### src/rtl/liss_pkg.sv
// Package for the ladder idle state selector.
// Holds the beat kinds, register indexes, configuration struct and latency lookup.
// No dependencies.
package liss_pkg;

	typedef enum logic [1:0] {
		KIND_SELECT  = 2'd0,
		KIND_REFLECT = 2'd1,
		KIND_ENABLE  = 2'd2,
		KIND_NOP     = 2'd3
	} kind_t;

	typedef enum logic [2:0] {
		REG_NUM_STATES     = 3'd0,
		REG_FIRST_STATE    = 3'd1,
		REG_PROMOTE_COUNT  = 3'd2,
		REG_DEMOTE_COUNT   = 3'd3,
		REG_EXIT_LAT_LO    = 3'd4,
		REG_EXIT_LAT_HI    = 3'd5,
		REG_DISABLE_MASK   = 3'd6,
		REG_TIME_VALID     = 3'd7
	} reg_idx_t;

	localparam int unsigned ADDR_W = 6;
	localparam int unsigned DATA_W = 64;
	localparam int unsigned LAT_W  = 16;
	localparam int unsigned CNT_W  = 8;
	localparam int unsigned NUM_LAT = 8;

	typedef struct packed {
		logic [3:0]        num_states;
		logic              first_state;
		logic [CNT_W-1:0]  promote_count;
		logic [CNT_W-1:0]  demote_count;
		logic [63:0]       exit_lat_lo;
		logic [63:0]       exit_lat_hi;
		logic [7:0]        disable_mask;
		logic [7:0]        time_valid_mask;
	} cfg_t;

	function automatic logic [LAT_W-1:0] lat_of(input cfg_t c, input logic [2:0] i);
		logic [63:0] w;
		w = i[2] ? c.exit_lat_hi : c.exit_lat_lo;
		return w[LAT_W*i[1:0] +: LAT_W];
	endfunction

endpackage

### src/rtl/ladder_idle_state_selector_unit.sv
// Top level of the ladder idle state selector: input register, decision logic, result register.
// Depends on liss_pkg and liss_regs.
//
//  channel  | handshake              | payload
//  ---------+------------------------+--------------------------------------------------
//  in       | in_valid / in_ready    | kind, latency_limit, last_residency, entered_index
//  out      | out_valid / out_ready  | state_index
//  cfg      | psel, penable, pwrite  | paddr, pwdata, prdata (pready tied high)
//
// A beat passes the input register, then the result register; one beat per cycle sustained while out_ready is high.
// The ladder state and counters update as the item leaves the input register,
// so each decision sees the previous one's outcome with no bubble.
// Reset puts the ladder on state 1 with all counters clear.
// A stalled result holds the input register; in_ready drops only when both are full.
module ladder_idle_state_selector_unit import liss_pkg::*; #(
	parameter int MAX_STATES = 8
) (
	input  logic              clk,
	input  logic              arst_n,
	input  logic              psel,
	input  logic              penable,
	input  logic              pwrite,
	input  logic [ADDR_W-1:0] paddr,
	input  logic [DATA_W-1:0] pwdata,
	output logic [DATA_W-1:0] prdata,
	output logic              pready,
	input  logic              in_valid,
	output logic              in_ready,
	input  logic [1:0]        kind,
	input  logic [15:0]       latency_limit,
	input  logic [23:0]       last_residency,
	input  logic [2:0]        entered_index,
	output logic              out_valid,
	input  logic              out_ready,
	output logic [2:0]        state_index
);

	localparam int IDX_W = (MAX_STATES > 1) ? $clog2(MAX_STATES) : 1;
	localparam logic [3:0] MAX_N   = 4'(MAX_STATES);
	localparam logic [2:0] MAX_IDX = 3'(MAX_STATES - 1);

	cfg_t cfg;

	liss_regs u_regs (
		.clk     (clk),
		.arst_n  (arst_n),
		.psel    (psel),
		.penable (penable),
		.pwrite  (pwrite),
		.paddr   (paddr),
		.pwdata  (pwdata),
		.prdata  (prdata),
		.pready  (pready),
		.cfg     (cfg)
	);

	// input stage
	logic             valid_s1;
	kind_t            kind_s1;
	logic [15:0]      limit_s1;
	logic [23:0]      res_s1;
	logic [2:0]       entered_s1;
	logic             advance;
	logic             out_valid_q;
	logic [2:0]       state_index_q;

	assign advance  = valid_s1 & (~out_valid_q | out_ready);
	assign in_ready = ~valid_s1 | advance;

	always_ff @(posedge clk or negedge arst_n) begin
		if (!arst_n) begin
			valid_s1 <= 1'b0;
		end else if (in_ready) begin
			valid_s1 <= in_valid;
		end
	end

	always_ff @(posedge clk or negedge arst_n) begin
		if (!arst_n) begin
			kind_s1    <= KIND_NOP;
			limit_s1   <= '0;
			res_s1     <= '0;
			entered_s1 <= '0;
		end else if (in_ready && in_valid) begin
			kind_s1    <= kind_t'(kind);
			limit_s1   <= latency_limit;
			res_s1     <= last_residency;
			entered_s1 <= entered_index;
		end
	end

	// ladder state
	logic [2:0]       cur_q;
	logic [CNT_W-1:0] pc_q [MAX_STATES];
	logic [CNT_W-1:0] dc_q [MAX_STATES];

	logic [2:0]       first3;
	logic [3:0]       n_eff;
	logic [2:0]       nxt_idx;
	logic [15:0]      thr;
	logic [16:0]      thr2;
	logic             tvalid;
	logic             is_long;
	logic             is_short;
	logic             above_first;
	logic             prom_ok;
	logic             prom_move;
	logic             drop_ok;
	logic [2:0]       drop_idx;
	logic [CNT_W-1:0] pc_cur;
	logic [CNT_W-1:0] dc_cur;
	logic [CNT_W-1:0] pc_bump;
	logic [CNT_W-1:0] dc_bump;

	assign first3      = {2'b00, cfg.first_state};
	assign n_eff       = (cfg.num_states > MAX_N) ? MAX_N : cfg.num_states;
	assign nxt_idx     = cur_q + 3'd1;
	assign thr         = lat_of(cfg, cur_q);
	assign thr2        = {thr, 1'b0};
	assign tvalid      = cfg.time_valid_mask[cur_q];
	// residency minus latency compared against latency
	assign is_long     = ~tvalid | (res_s1 > {7'd0, thr2});
	assign is_short    = tvalid & (res_s1 < {7'd0, thr2});
	assign above_first = cur_q > first3;
	assign pc_cur      = pc_q[cur_q[IDX_W-1:0]];
	assign dc_cur      = dc_q[cur_q[IDX_W-1:0]];
	assign pc_bump     = (pc_cur == 8'hFF) ? pc_cur : pc_cur + 8'd1;
	assign dc_bump     = (dc_cur == 8'hFF) ? dc_cur : dc_cur + 8'd1;
	assign prom_ok     = (({1'b0, cur_q} + 4'd1) < n_eff) && !cfg.disable_mask[nxt_idx]
		&& is_long && (lat_of(cfg, nxt_idx) <= limit_s1);
	assign prom_move   = prom_ok && (pc_bump >= cfg.promote_count);
	assign drop_ok     = above_first && (cfg.disable_mask[cur_q] || thr > limit_s1);

	// deepest lower state that fits the limit, else first state
	always_comb begin
		drop_idx = first3;
		for (int j = 0; j < NUM_LAT; j++) begin
			if (3'(j) < cur_q && 3'(j) > first3 && lat_of(cfg, 3'(j)) <= limit_s1) begin
				drop_idx = 3'(j);
			end
		end
	end

	logic [2:0]       next_cur;
	logic             cnt_we;
	logic [CNT_W-1:0] pc_wd;
	logic [CNT_W-1:0] dc_wd;
	logic             en_clr;

	always_comb begin
		next_cur = cur_q;
		cnt_we   = 1'b0;
		pc_wd    = pc_cur;
		dc_wd    = dc_cur;
		en_clr   = 1'b0;
		unique case (kind_s1)
			KIND_SELECT: begin
				cnt_we = 1'b1;
				if (limit_s1 == 16'd0) begin
					next_cur = 3'd0;
					pc_wd    = '0;
					dc_wd    = '0;
				end else if (prom_move) begin
					next_cur = nxt_idx;
					pc_wd    = '0;
					dc_wd    = '0;
				end else if (drop_ok) begin
					next_cur = drop_idx;
					pc_wd    = '0;
					dc_wd    = '0;
				end else if (prom_ok) begin
					pc_wd = pc_bump;
					dc_wd = '0;
				end else if (above_first && is_short) begin
					if (dc_bump >= cfg.demote_count) begin
						next_cur = cur_q - 3'd1;
						pc_wd    = '0;
						dc_wd    = '0;
					end else begin
						pc_wd = '0;
						dc_wd = dc_bump;
					end
				end else begin
					cnt_we = 1'b0;
				end
			end
			KIND_REFLECT: begin
				if (entered_s1 != 3'd0) begin
					next_cur = (entered_s1 > MAX_IDX) ? MAX_IDX : entered_s1;
				end
			end
			KIND_ENABLE: begin
				next_cur = first3;
				en_clr   = 1'b1;
			end
			KIND_NOP: begin
				next_cur = cur_q;
			end
		endcase
	end

	always_ff @(posedge clk or negedge arst_n) begin
		if (!arst_n) begin
			cur_q <= 3'd1;
			for (int k = 0; k < MAX_STATES; k++) begin
				pc_q[k] <= '0;
				dc_q[k] <= '0;
			end
		end else if (advance) begin
			cur_q <= next_cur;
			for (int k = 0; k < MAX_STATES; k++) begin
				if (en_clr && 4'(k) < n_eff && 3'(k) >= first3) begin
					pc_q[k] <= '0;
					dc_q[k] <= '0;
				end else if (cnt_we && 3'(k) == cur_q) begin
					pc_q[k] <= pc_wd;
					dc_q[k] <= dc_wd;
				end
			end
		end
	end

	// result register
	always_ff @(posedge clk or negedge arst_n) begin
		if (!arst_n) begin
			out_valid_q <= 1'b0;
		end else if (advance) begin
			out_valid_q <= 1'b1;
		end else if (out_ready) begin
			out_valid_q <= 1'b0;
		end
	end

	always_ff @(posedge clk) begin
		if (advance) begin
			state_index_q <= next_cur;
		end
	end

	assign out_valid   = out_valid_q;
	assign state_index = state_index_q;

	a_cur_in_range: assert property (@(posedge clk) disable iff (!arst_n)
		cur_q <= MAX_IDX)
		else $error("ladder state beyond last state");

	a_result_tracks_state: assert property (@(posedge clk) disable iff (!arst_n)
		advance |=> state_index_q == cur_q)
		else $error("result beat differs from ladder state");

	a_zero_limit: assert property (@(posedge clk) disable iff (!arst_n)
		advance && kind_s1 == KIND_SELECT && limit_s1 == 16'd0 |=> cur_q == 3'd0)
		else $error("zero latency limit did not force state 0");

	a_ready_when_empty: assert property (@(posedge clk) disable iff (!arst_n)
		!out_valid_q |-> in_ready)
		else $error("input stalled with empty result slot");

endmodule

### src/rtl/liss_regs.sv
// Configuration register file of the ladder idle state selector, APB-style access.
// Depends on liss_pkg.
module liss_regs import liss_pkg::*; (
	input  logic              clk,
	input  logic              arst_n,
	input  logic              psel,
	input  logic              penable,
	input  logic              pwrite,
	input  logic [ADDR_W-1:0] paddr,
	input  logic [DATA_W-1:0] pwdata,
	output logic [DATA_W-1:0] prdata,
	output logic              pready,
	output cfg_t              cfg
);

	cfg_t     cfg_q;
	reg_idx_t reg_sel;
	logic     wr_en;

	assign pready  = 1'b1;
	assign reg_sel = reg_idx_t'(paddr[ADDR_W-1:3]);
	assign wr_en   = psel & penable & pwrite & pready;
	assign cfg     = cfg_q;

	always_ff @(posedge clk or negedge arst_n) begin
		if (!arst_n) begin
			cfg_q.num_states      <= 4'd8;
			cfg_q.first_state     <= 1'b1;
			cfg_q.promote_count   <= 8'd4;
			cfg_q.demote_count    <= 8'd1;
			cfg_q.exit_lat_lo     <= '0;
			cfg_q.exit_lat_hi     <= '0;
			cfg_q.disable_mask    <= '0;
			cfg_q.time_valid_mask <= 8'hFF;
		end else if (wr_en) begin
			unique case (reg_sel)
				REG_NUM_STATES:    cfg_q.num_states      <= pwdata[3:0];
				REG_FIRST_STATE:   cfg_q.first_state     <= pwdata[0];
				REG_PROMOTE_COUNT: cfg_q.promote_count   <= pwdata[7:0];
				REG_DEMOTE_COUNT:  cfg_q.demote_count    <= pwdata[7:0];
				REG_EXIT_LAT_LO:   cfg_q.exit_lat_lo     <= pwdata;
				REG_EXIT_LAT_HI:   cfg_q.exit_lat_hi     <= pwdata;
				REG_DISABLE_MASK:  cfg_q.disable_mask    <= pwdata[7:0];
				REG_TIME_VALID:    cfg_q.time_valid_mask <= pwdata[7:0];
			endcase
		end
	end

	always_comb begin
		unique case (reg_sel)
			REG_NUM_STATES:    prdata = {60'd0, cfg_q.num_states};
			REG_FIRST_STATE:   prdata = {63'd0, cfg_q.first_state};
			REG_PROMOTE_COUNT: prdata = {56'd0, cfg_q.promote_count};
			REG_DEMOTE_COUNT:  prdata = {56'd0, cfg_q.demote_count};
			REG_EXIT_LAT_LO:   prdata = cfg_q.exit_lat_lo;
			REG_EXIT_LAT_HI:   prdata = cfg_q.exit_lat_hi;
			REG_DISABLE_MASK:  prdata = {56'd0, cfg_q.disable_mask};
			REG_TIME_VALID:    prdata = {56'd0, cfg_q.time_valid_mask};
		endcase
	end

endmodule

### config.mk
export PLATFORM = sky130hd
export DESIGN_NAME = ladder_idle_state_selector_unit
export DESIGN_NICKNAME = d
export VERILOG_FILES = /design/src/rtl/liss_pkg.sv /design/src/rtl/ladder_idle_state_selector_unit.sv /design/src/rtl/liss_regs.sv
export SDC_FILE = /design/constraint.sdc
export NUM_CORES = 1
export LEC_CHECK = 0
export BUFFER_PORTS_ARGS = -buffer_cell sky130_fd_sc_hd__buf_2
export CAP_MARGIN = 20
export CORE_MARGIN = 4
export CORE_UTILIZATION = 55
export DETAILED_ROUTE_END_ITERATION = 12
export PLACE_DENSITY = 0.84
export SYNTH_ARGS = -nofsm -noshare
export SYNTH_HDL_FRONTEND = slang
export SYNTH_SLANG_ARGS = --single-unit
### constraint.sdc
create_clock -name clk -period 12.95 [get_ports clk]
set_clock_uncertainty 0.05 [all_clocks]
set_input_delay 2.59 -clock clk [delete_from_list [all_inputs] [get_ports clk]]
set_output_delay 2.59 -clock clk [all_outputs]
set_load 0.005 [all_outputs]
Word level (Yosys, flattened, before mapping)
Index checks and enable logic that the tools add are counted.
W data, S select, Z words.
{"block": "totals", "reg_bits": 346, "input_bits": 122, "output_inout_bits": 70, "word_cells": 290}
{"block": "classes", "n_mux": 89, "shift": 2, "eq_ne": 19, "n_reduce_logical": 79, "order_cmp": 53, "bitwise": 11, "addsub": 5}
{"op": "$pmux W64 S8", "count": 1}
{"op": "$mux W8", "count": 51}
{"op": "$le A16 B16 Y1", "count": 9}
{"op": "$mux W64", "count": 2}
{"op": "$shiftx A64 B7 Y16", "count": 2}
{"op": "$bmux W8 S3", "count": 2}
{"op": "$logic_and A1 B1 Y1", "count": 47}
{"op": "$mux W3", "count": 15}
{"op": "$reduce_and A2 Y1", "count": 16}
{"op": "$gt A24 B17 Y1", "count": 1}
{"op": "$lt A24 B17 Y1", "count": 1}
{"op": "$reduce_bool A2 Y1", "count": 9}
{"op": "$add A8 B1 Y8 const B", "count": 2}
{"op": "$eq A8 B8 Y1 const B", "count": 2}
{"op": "$ge A8 B8 Y1", "count": 2}
{"op": "$gt A16 B16 Y1", "count": 1}
{"op": "$logic_not A16 Y1", "count": 1}
{"op": "$lt A3 B4 Y1 const A", "count": 4}
{"op": "$mux W1", "count": 13}
{"op": "$eq A3 B3 Y1 const A", "count": 4}
{"op": "$eq A3 B3 Y1 const B", "count": 4}
{"op": "$ge A3 B1 Y1 const A", "count": 4}
{"op": "$gt A3 B1 Y1 const A", "count": 4}
{"op": "$lt A3 B3 Y1 const A", "count": 4}
{"op": "35 further kinds", "count": 57}

Depth between registers and ports, before layout
{"block": "logic_depth", "ltp_word": 16, "ltp_mapped": 24, "mapped_depth_nobuf": 21}

Cells and area by module
Synthesis repeated with hierarchy kept, for this count alone.
{"block": "hier_totals", "cells_unflattened": 1921, "area_unflattened_um2": 22387.7}
{"mod": "ladder_idle_state_selector_unit", "cells_per_inst": 1368, "instances": 1, "seq_area_each_um2": 4548.1, "area_each_um2": 14825.5}
{"mod": "liss_regs", "cells_per_inst": 553, "instances": 1, "seq_area_each_um2": 4144.0, "area_each_um2": 7562.3}

Worst setup path before layout
Ideal clock, no wire load.
{"block": "synth_timing", "path_type": "input to output", "startpoint": "in paddr[3]", "endpoint": "out prdata[10]", "stages": 6, "t_required_ps": 10310, "arrival_ps": 4284, "setup_slack_ps": 6026, "path_cell_list": "clkbuf_1 buf_1 clkbuf_1 buf_1 mux2i_1 nor2_1"}
{"block": "synth_via", "elab_chain_cells": 2, "word_cells_on_any_way": 9}
{"element": "start, declared", "line": "ladder_idle_state_selector_unit.sv:23", "rtl": "input logic [ADDR_W-1:0] paddr,"}
{"element": "$eq A3 B3 Y1, or another cell as far along", "line": "liss_regs.sv:50", "rtl": "unique case (reg_sel)"}
{"element": "$pmux W64 S8 *", "line": "liss_regs.sv:50"}
{"element": "end, declared", "line": "ladder_idle_state_selector_unit.sv:25", "rtl": "output logic [DATA_W-1:0] prdata,"}
Every way passes the cells marked *; elsewhere a longest branch is shown, timed or not.

Worst setup path after layout
{"block": "layout_timing", "startpoint": "reg cur_q[0]", "endpoint": "reg dc_q[0] (netlist name)"}
{"block": "layout_via", "elab_chain_cells": 16, "word_cells_on_any_way": 62}
{"element": "start, declared", "line": "ladder_idle_state_selector_unit.sv:93", "rtl": "logic [2:0] cur_q;"}
{"element": "start signal, assigned", "line": "ladder_idle_state_selector_unit.sv:210", "rtl": "cur_q <= next_cur;"}
{"element": "$not A3 Y4 (not written as such)", "line": "ladder_idle_state_selector_unit.sv:125, ladder_idle_state_selector_unit.sv:126"}
{"element": "$bmux W8 S3", "line": "ladder_idle_state_selector_unit.sv:126", "rtl": "assign dc_cur = dc_q[cur_q[IDX_W-1:0]];"}
{"element": "$mux W8 (not written as such) (2 in a row)", "line": "ladder_idle_state_selector_unit.sv:126"}
{"element": "$add A8 B1 Y8 / $eq A8 B8 Y1 (equally long branches)", "line": "ladder_idle_state_selector_unit.sv:128", "rtl": "assign dc_bump = (dc_cur == 8'hFF) ? dc_cur : dc_cur + 8'd1;"}
{"element": "$mux W8", "line": "ladder_idle_state_selector_unit.sv:128"}
{"element": "$ge A8 B8 Y1", "line": "ladder_idle_state_selector_unit.sv:175", "rtl": "if (dc_bump >= cfg.demote_count) begin"}
{"element": "$mux W8", "line": "ladder_idle_state_selector_unit.sv:175"}
{"element": "$mux W8", "line": "ladder_idle_state_selector_unit.sv:174", "rtl": "end else if (above_first && is_short) begin"}
{"element": "$mux W8", "line": "ladder_idle_state_selector_unit.sv:171", "rtl": "end else if (prom_ok) begin"}
{"element": "$mux W8", "line": "ladder_idle_state_selector_unit.sv:167", "rtl": "end else if (drop_ok) begin"}
{"element": "$mux W8", "line": "ladder_idle_state_selector_unit.sv:163", "rtl": "end else if (prom_move) begin"}
{"element": "$mux W8", "line": "ladder_idle_state_selector_unit.sv:159", "rtl": "if (limit_s1 == 16'd0) begin"}
{"element": "$mux W8", "line": "ladder_idle_state_selector_unit.sv:156", "rtl": "unique case (kind_s1)"}
{"element": "$mux W8", "line": "ladder_idle_state_selector_unit.sv:215", "rtl": "end else if (cnt_we && 3'(k) == cur_q) begin"}
{"element": "$mux W8", "line": "ladder_idle_state_selector_unit.sv:212", "rtl": "if (en_clr && 4'(k) < n_eff && 3'(k) >= first3) begin"}
{"element": "end signal, assigned by index", "line": "ladder_idle_state_selector_unit.sv:217", "rtl": "dc_q[k] <= dc_wd;"}
{"element": "end, declared", "line": "ladder_idle_state_selector_unit.sv:95", "rtl": "logic [CNT_W-1:0] dc_q [MAX_STATES];"}
Several ways; a longest one is shown, not always the timed one. The select of a mux whose other input is x is not followed.
A chain may end at the register's enable or synchronous reset.

==> out/results.tsv <==
metric	value	unit
outcome	complete, no violations	
viasPerCell	6.62	
dp_hpwl	46.4	mm
cp.arrival	7.99	ns
syn_to_final_growth	12.3	%
grt_usage	0.303	
fillers	3109	
drt-pass1-iter-count	6	
most-common-layout-cells	dfrtp_1, mux2_2, buf_2	
syn_area	22100	um2
layout_commonest_cell	dfrtp_1	
dp_cells	2704	
clk_pin_slew	0.06	ns
htree_levels	2	
finalNetCount	2516	
core_area	39700	um2
routed_wl	66.6	mm
fin_cells	2782	
synth_largest_area_cell	dfrtp_1	
worstSetupPathType	reg -> reg	
seq_area	8700	um2
min_period	7.59	ns
wire_per_inst	24.0	um
num_rows	73	
cts_setup_buffers	0	
syn-num-nets	2382	
postCtsResizedCells	0	
yosys-top-cells-area	dfrtp_1, mux2_2, ha_1	
die_width	209	um
cp-start-kind	flip-flop	
async_reset_ff_frac	0.991	
relSlewSlack	0.212	
cts_buffers	39	
grt_max_degree	174	
period_share	0.586	
cts_tree	yes	
cts_num_sinks	346	
hp-class	reg -> reg	
overflow	0	
die_h	209	um
grt_pass1_wl	105	mm
final-hold-violation-count	0	
grt_setup_unrepaired	no	
crit_fanout	71	
clockBufferDepth	3	
grt_antenna_before_repair	7	
worstHoldStart	dc_q[29]	
vdd_drop_max	0.000117	V
finalSetupTns	0	ns
avgSynthCellArea	10.6	um2
ys_types	82	
p_leak	11.3	nW
syn_inst	2089	
vias	18400	
synth.top_cell.area_share	0.371	
cts_root_buffer	clkbuf_16	
postRouteAntennaNets	0	
cap_violations	0	
slew_violations	0	
dieArea	43500	um2
finalSetupViolCount	0	
place_congestion	0.956	
worst_slew_pin_slew	1.18	ns
cts.hold.buffers_added	0	
fmax	132	MHz
ys_seq_area_frac	0.393	
synth-seq-cells	346	
first_iter_violations	2125	
initial_core_util	0.557	
whs	0.449	ns
remaining_drc_errors	0	
rr_startpoint	cur_q[0]	
power_density	196	nW/um2
synth_warnings	0	
synth_edf_count	3	
ios	192	
insertion_delay	0.57	ns
drive_above_1_share	0.276	
multi_input_area	12700	um2
critPathCaptureType	flip-flop	
crit_start	cur_q[0]	
portBuffers	187	
required	13.36	ns
synth_ff_type	dfrtp_1	
grt_pass1_vias	18700	
==> routing by layer <==
metal / global-route usage / wire [um] / vias to the layer above
li1: - / - / 8091
met1: 0.405 / 26300 / 9070
met2: 0.477 / 30800 / 1040
met3: 0.0660 / 6540 / 212
met4: 0.138 / 3060 / 4
met5: 0 / 25 / -
==> power by group <==
| part | total [W] | switching, W | internal [W] |
|---|---|---|---|
| clock | 0.00115 | 0.000464 | 0.000691 |
| sequential | 0.00156 | 0.000268 | 0.00129 |
| combinational | 0.00217 | 0.00122 | 0.000945 |
| total | 0.00488 | 0.00195 | 0.00293 |
==> area by class of cell <==
cell class | count | area share
Tap cell | 525 | 0.0264
Timing Repair Buffer | 212 | 0.0475
Clock inverter | 13 | 0.00770
Sequential cell | 346 | 0.350
Multi-Input combinational cell | 1545 | 0.510
Clock buffer | 57 | 0.0457
Inverter | 79 | 0.0119
Antenna cell | 5 | 0.000503
==> per-stage QoR <==
step | instance area, um2 | utilization | power [W] | setup slack [ns]
after floorplan | 22100 | - | 0.00302 | 6.03
after global placement | 23500 | 0.590 | 0.00358 | 5.49
after detailed placement | 23500 | 0.590 | 0.00367 | 5.47
after CTS | 24800 | 0.624 | 0.00484 | 5.46
after global routing | 24800 | 0.625 | 0.00516 | 5.01
final | 24900 | 0.625 | 0.00488 | 5.36
==> kinds of logic (layout without fill, tap and decap cells) <==
logic type                 count (synthesis)  in the layout  synth area share
muxes                                    383            383             0.230
and+or+nand+nor                          554            554             0.122
AOI/OAI and AO/OA                        431            431             0.120
DFF                                      346            346             0.393
xor gates and xnor gates                   5              5           0.00198
buffers and inverters                    198            361            0.0359
other                                      1              6          0.000170
adders and majority gates                171            171            0.0967
==> synth_stat cells, types with 8 or more instances <==
library cell / number
buf_1: 14
mux4_2: 78
nand2_1: 133
nor4_1: 12
nor2b_1: 14
mux2_2: 218
nor2_1: 116
a21oi_1: 82
a22oi_1: 9
o22ai_1: 9
a221oi_1: 17
o21ai_0: 167
clkbuf_1: 90
nor3_1: 17
dfstp_2: 15
ha_1: 171
mux2i_1: 85
nand4_1: 37
nand3_1: 156
and2_1: 18
o21ai_1: 36
inv_1: 76
nand2b_1: 12
a21o_1: 13
dfrtp_1: 328
a31oi_1: 8
==> worst paths after layout <==
| kind | cells after the start | to | slack (ns) |
|---|---|---|---|
| max | 20 | dc_q[0] | 5.36 |
| min | 2 | dc_q[29] | 0.45 |
| max reg2reg | 20 | dc_q[0] | 5.36 |
| min reg2reg | 2 | dc_q[29] | 0.45 |
| max in group asynchronous | 2 | cur_q[2] | 9.19 |
| min in group asynchronous | 1 | u_regs.cfg[151] | 2.01 |
==> sequential cells by signal, indices dropped and copies added, names as in the netlist <==
register / cells
cur_q: 3
dc_q: 64
entered_s1: 3
kind_s1: 2
limit_s1: 16
out_valid: 1
pc_q: 64
res_s1: 24
state_index: 3
u_regs.cfg: 165
valid_s1: 1
==> critical path, stage by stage, from the launching register on <==
cell and delay, ns:
dfstp_4 1.12, buf_4 0.92, inv_2 0.35, nor3_1 0.74
a222oi_1 0.42, inv_1 0.14, ha_1 0.23, inv_1 0.09
a31o_2 0.27, nor2b_1 0.33, nor2_1 0.08, a21oi_1 0.15
ha_1 0.25, o21ai_0 0.14, a21oi_1 0.05, or3_1 0.30
a21oi_1 0.63, nand3_1 0.40, nor2_1 0.23, o21ai_1 0.29
o21ai_0 0.28
(Power assumes the default switching activity.)
